$ cat src/rtl/mts_pkg.sv
// mts_pkg: shared constants, codes and control types of the min tracking stack
// no dependencies; imported by every module of the block except mts_ram
`default_nettype none

package mts_pkg;

  localparam int STACK_DEPTH = 256;
  localparam int ADDR_W      = (STACK_DEPTH > 1) ? $clog2(STACK_DEPTH) : 1;
  localparam int CNT_W       = $clog2(STACK_DEPTH + 1);
  localparam int DATA_W      = 32;

  localparam logic CMD_PUSH = 1'b0;
  localparam logic CMD_POP  = 1'b1;

  typedef enum logic [1:0] {
    ST_DONE      = 2'd0,
    ST_POP_EMPTY = 2'd1,
    ST_PUSH_FULL = 2'd2
  } status_t;

  typedef enum logic [1:0] {
    S_IDLE,
    S_LOAD,
    S_DONE
  } state_t;

  // controller to datapath
  typedef struct packed {
    logic accept;
    logic load;
  } dp_ctrl_t;

  // datapath to controller
  typedef struct packed {
    logic needs_load;
  } dp_stat_t;

endpackage

`default_nettype wire

$ cat src/rtl/mts_ctrl.sv
// mts_ctrl: request sequencing state machine of the min tracking stack
// depends on mts_pkg
`default_nettype none

module mts_ctrl
  import mts_pkg::*;
(
  input  wire logic     clk,
  input  wire logic     rst,
  input  wire logic     in_valid,
  input  wire logic     out_stall,
  input  wire dp_stat_t stat,
  output logic          in_stall,
  output logic          out_valid,
  output dp_ctrl_t      ctrl
);

  state_t state;
  state_t state_next;

  always_ff @(posedge clk) begin
    if (rst) begin
      state <= S_IDLE;
    end else begin
      state <= state_next;
    end
  end

  always_comb begin
    state_next  = state;
    in_stall    = 1'b1;
    out_valid   = 1'b0;
    ctrl.accept = 1'b0;
    ctrl.load   = 1'b0;
    case (state)
      S_IDLE: begin
        in_stall = 1'b0;
        if (in_valid) begin
          ctrl.accept = 1'b1;
          state_next  = stat.needs_load ? S_LOAD : S_DONE;
        end
      end
      S_LOAD: begin
        ctrl.load  = 1'b1;
        state_next = S_DONE;
      end
      S_DONE: begin
        out_valid = 1'b1;
        if (!out_stall) begin
          state_next = S_IDLE;
        end
      end
      default: begin
        state_next = S_IDLE;
      end
    endcase
  end

endmodule

`default_nettype wire

$ cat config.mk
export PLATFORM = sky130hd
export DESIGN_NAME = mts_ctrl
export DESIGN_NICKNAME = d
export VERILOG_FILES = /design/src/rtl/mts_pkg.sv /design/src/rtl/mts_ctrl.sv
export SDC_FILE = /design/constraint.sdc
export NUM_CORES = 1
export LEC_CHECK = 0
export CORE_AREA = 2 2 39 41
export CTS_BUF_LIST = sky130_fd_sc_hd__clkbuf_4 sky130_fd_sc_hd__clkbuf_8
export DETAILED_ROUTE_END_ITERATION = 8
export DIE_AREA = 0 0 41 43
export DONT_BUFFER_PORTS = 1
export PLACE_DENSITY = 0.3
export SETUP_SLACK_MARGIN = 0.2
export SLEW_MARGIN = 40
export SYNTH_ARGS = -nofsm -noshare
export SYNTH_HDL_FRONTEND = slang
export SYNTH_SLANG_ARGS = --single-unit
$ cat constraint.sdc
create_clock -name clk -period 0.8 [get_ports clk]
set_input_delay 0.16 -clock clk [delete_from_list [all_inputs] [get_ports clk]]
set_output_delay 0.16 -clock clk [all_outputs]
set_load 0.05 [all_outputs]
==> out/qor.json <==
{
  "dpl.cell_count": 32,
  "r2r_start": "state[0]$_SDFFE_PP0P_",
  "total_power_consumption_uw": 540,
  "post_synth_edffs": 0,
  "drive_above_1_share_pct": 86.4,
  "worstHoldStart": "rst",
  "cp_slowest_cell": "sky130_fd_sc_hd__dfxtp_4",
  "grt_antenna_before_repair": 0,
  "synth_top_family_by_area": "simple AND/OR/NAND/NOR gates",
  "globalRoute.totalOverflow": 0,
  "coreArea_mm2": 0.00138,
  "setup-violations-final": 6,
  "ys_async_sr_fraction_pct": 0,
  "buffer_ports.inserted": 0,
  "finalWorstPathRequiredPeriod_ps": 1140,
  "finish.net_count": 29,
  "synth-xor-area-share_pct": 0,
  "max_cap_violations": 0,
  "syn_nets": 16,
  "worst_vdd_ir_mv": 0.517,
  "synth.yosys.warnings": 0,
  "grt.met1_usage_pct": 5.11,
  "postLayoutSetupSlackWorst_ps": -341,
  "fp.dieH_um": 43,
  "fp.dieArea_mm2": 0.00176,
  "hold_slack_ps": -6.67,
  "ios": 9,
  "p_comb_share_pct": 37.4,
  "routed_wirelength_um": 344,
  "result_of_the_run": "finished with violations",
  "power.share.clock_pct": 41.0,
  "critical_path_peak_fanout": 4,
  "synthesis.area_um2": 106,
  "timing.final.crit_share_pct": 143,
  "place.detailed.hpwl_um": 264,
  "diodes": 0,
  "final_antenna_net_count": 0,
  "total_leakage_power_nw": 0.114,
  "detail_route.iter0.violations": 0,
  "worst-setup-path-type": "register to output port",
  "clock_latency_ps": 220,
  "drt_pass1_iterations": 1,
  "reg2reg_to": "state[1]$_SDFFE_PP0P_",
  "netlist_top_cells_area": "sky130_fd_sc_hd__dfxtp_1 (38%), sky130_fd_sc_hd__a221oi_2 (14%), sky130_fd_sc_hd__nand2b_1 (12%)",
  "globalRouteTotalUtil_pct": 5.91,
  "placement.setup.worst_slack_ps": -127,
  "int_power_uw": 371,
  "post-route-drc-count": 0,
  "gpl.final_weighted_congestion": 0.571,
  "post_dp_cell_area_um2": 218,
  "cts_buffers": 3,
  "totalNegativeSetupSlack_ps": -1820,
  "max_clock_freq_mhz": 877,
  "worstSetupEndpointType": "output port",
  "netlist.top_cell.by_area": "sky130_fd_sc_hd__dfxtp_1",
  "largest_register": "state",
  "rsz0062_at_grt": "yes",
  "final-instance-count-excl-fill": 38,
  "worst_setup_path_start_kind": "register",
  "syn2layout_area_growth_pct": 162,
  "cp_num_buf_inv": 1,
  "hold-path-cell-count": 1,
  "critPathMaxStageDelay_ps": 350,
  "synthFlopType": "sky130_fd_sc_hd__dfxtp_1",
  "cts_tree": "done",
  "synth_compound_gate_area_share_pct": 14.1,
  "synth_seq_area_share_pct": 37.6,
  "routed_via_density": 3.24,
  "yosys-top-cells-count": "sky130_fd_sc_hd__dfxtp_1 (2), sky130_fd_sc_hd__nand2b_1 (2), sky130_fd_sc_hd__nor2b_1 (2)",
  "synthCells": 11,
  "worst_slew_margin_rel_pct": 83.5,
  "fp-row-count": 14,
  "htreeDepth": 1,
  "worst-endpoint-required_ps": 640,
  "synth-adder-area-share_pct": 0,
  "holdCritPathClass": "input pin to register",
  "crit_chain": "nor2_4 > clkinvlp_4",
  "p_seq_share_pct": 21.6,
  "timing.clock.skew_ps": 2.48,
  "reg2reg_depth": 5,
  "cts.reportedPaths.clkPinSlew_ps": 30,
  "worst_hold_path.endpoint": "state[1]$_SDFFE_PP0P_",
  "die_width_um": 41,
  "power.density_cell_area_mw_per_mm2": 1940,
  "r2r_setup_slack_ps": -280,
  "cts_buffer_depth": 2,
  "maximum_number_of_pins_on_one_net_before_global_route_repair": 5,
  "timing.critical_path.arrival_ps": 980,
  "failed_checks": "hold timing, setup timing",
  "synthesis.area_per_instance_um2": 9.67,
  "detailroute.via_count": 123,
  "power.switching_fraction_pct": 31.3,
  "layout.cell_area.non_filler_um2": 279,
  "use_met2_pct": 5.94,
  "final_util_pct": 20.2,
  "detail_route.wl_per_cell_um": 9.05,
  "grt-busiest-layer": "met4",
  "synth_mux_area_share_pct": 0,
  "grt.met3_usage_pct": 4.71,
  "switchingPower_uw": 169,
  "synth-simple-area-share_pct": 44.7,
  "layout_top_registers": "state x2",
  "slew_violations": 0,
  "cts-root-buf": "sky130_fd_sc_hd__clkbuf_4",
  "first_pass_grt_wire_length_um": 538,
  "yosys.cell_types.count": 8,
  "hold_viol_final": 1,
  "largest_reg_flops": 2,
  "first_global_vias": 140,
  "timing.critical_path.max_delay_family": "flip-flops",
  "max_slew.worst_pin.slew_ps": 247,
  "clkSinkCount": 2,
  "number_of_synthesized_register_bits": 2,
  "post-synth-top-area-fraction_pct": 37.6,
  "start_util_pct": 7.69
}
==> routing by layer <==
metal	vias up	share of wire, %
li1	62	-
met1	57	40
met2	4	56
met3	0	4.1
met4	0	0
met5	-	0
==> cells by family (layout without fill, tap and decap cells) <==
family,after synthesis,in the layout
compound gates,1,1
buf+inv,1,12
flops,2,2
simple gates,7,7
==> repair_timing <==
action,4_1_cts,5_1_grt
endpoints found under the hold margin,1,1
pin swaps,1,2
setup buffers,2,1
resized for setup,3,2
endpoints found under the setup margin,6,6
==> cells in the final DEF, fill, tap and decap left out <==
cell and instances:
sky130_fd_sc_hd__dfxtp_4 2, sky130_fd_sc_hd__buf_6 3, sky130_fd_sc_hd__clkinvlp_4 1, sky130_fd_sc_hd__a221oi_2 1
sky130_fd_sc_hd__and2_4 1, sky130_fd_sc_hd__buf_4 3, sky130_fd_sc_hd__nor2_4 1, sky130_fd_sc_hd__clkbuf_4 3
sky130_fd_sc_hd__nor2b_4 2, sky130_fd_sc_hd__nand2b_1 2, sky130_fd_sc_hd__buf_12 2, sky130_fd_sc_hd__and4b_1 1
==> worst max-delay path by stage <==
stage | start | endpoint | cells past startpoint
CTS | state[1]$_SDFFE_PP0P_ | in_stall | 2
detailed placement | state[0]$_SDFFE_PP0P_ | in_stall | 2
global placement | state[0]$_SDFFE_PP0P_ | in_stall | 2
finish | state[1]$_SDFFE_PP0P_ | in_stall | 2
global route | state[1]$_SDFFE_PP0P_ | in_stall | 2
floorplan | state[0]$_SDFFE_PP0P_ | in_stall | 2
==> power by group through the flow <==
| stage | Combinational (mW) | Sequential [mW] | Clock (mW) |
|---|---|---|---|
| floorplan | 0.110 | 0.123 | 0 |
| global placement | 0.166 | 0.120 | 0 |
| detailed placement | 0.167 | 0.120 | 0 |
| CTS | 0.190 | 0.118 | 0.241 |
| global route | 0.212 | 0.118 | 0.259 |
| finish | 0.202 | 0.117 | 0.222 |
==> area by class of cell <==
| cell class | count | area, um2 |
|---|---|---|
| clock buffer | 3 | 22.5 |
| fill | 151 | 1100 |
| inverter | 1 | 7.51 |
| multi-input combinational | 8 | 85.1 |
| sequential | 2 | 47.5 |
| tap | 16 | 20.0 |
| timing repair buffer | 8 | 96.3 |
No activity file was read; power rests on OpenSTA's default activity.
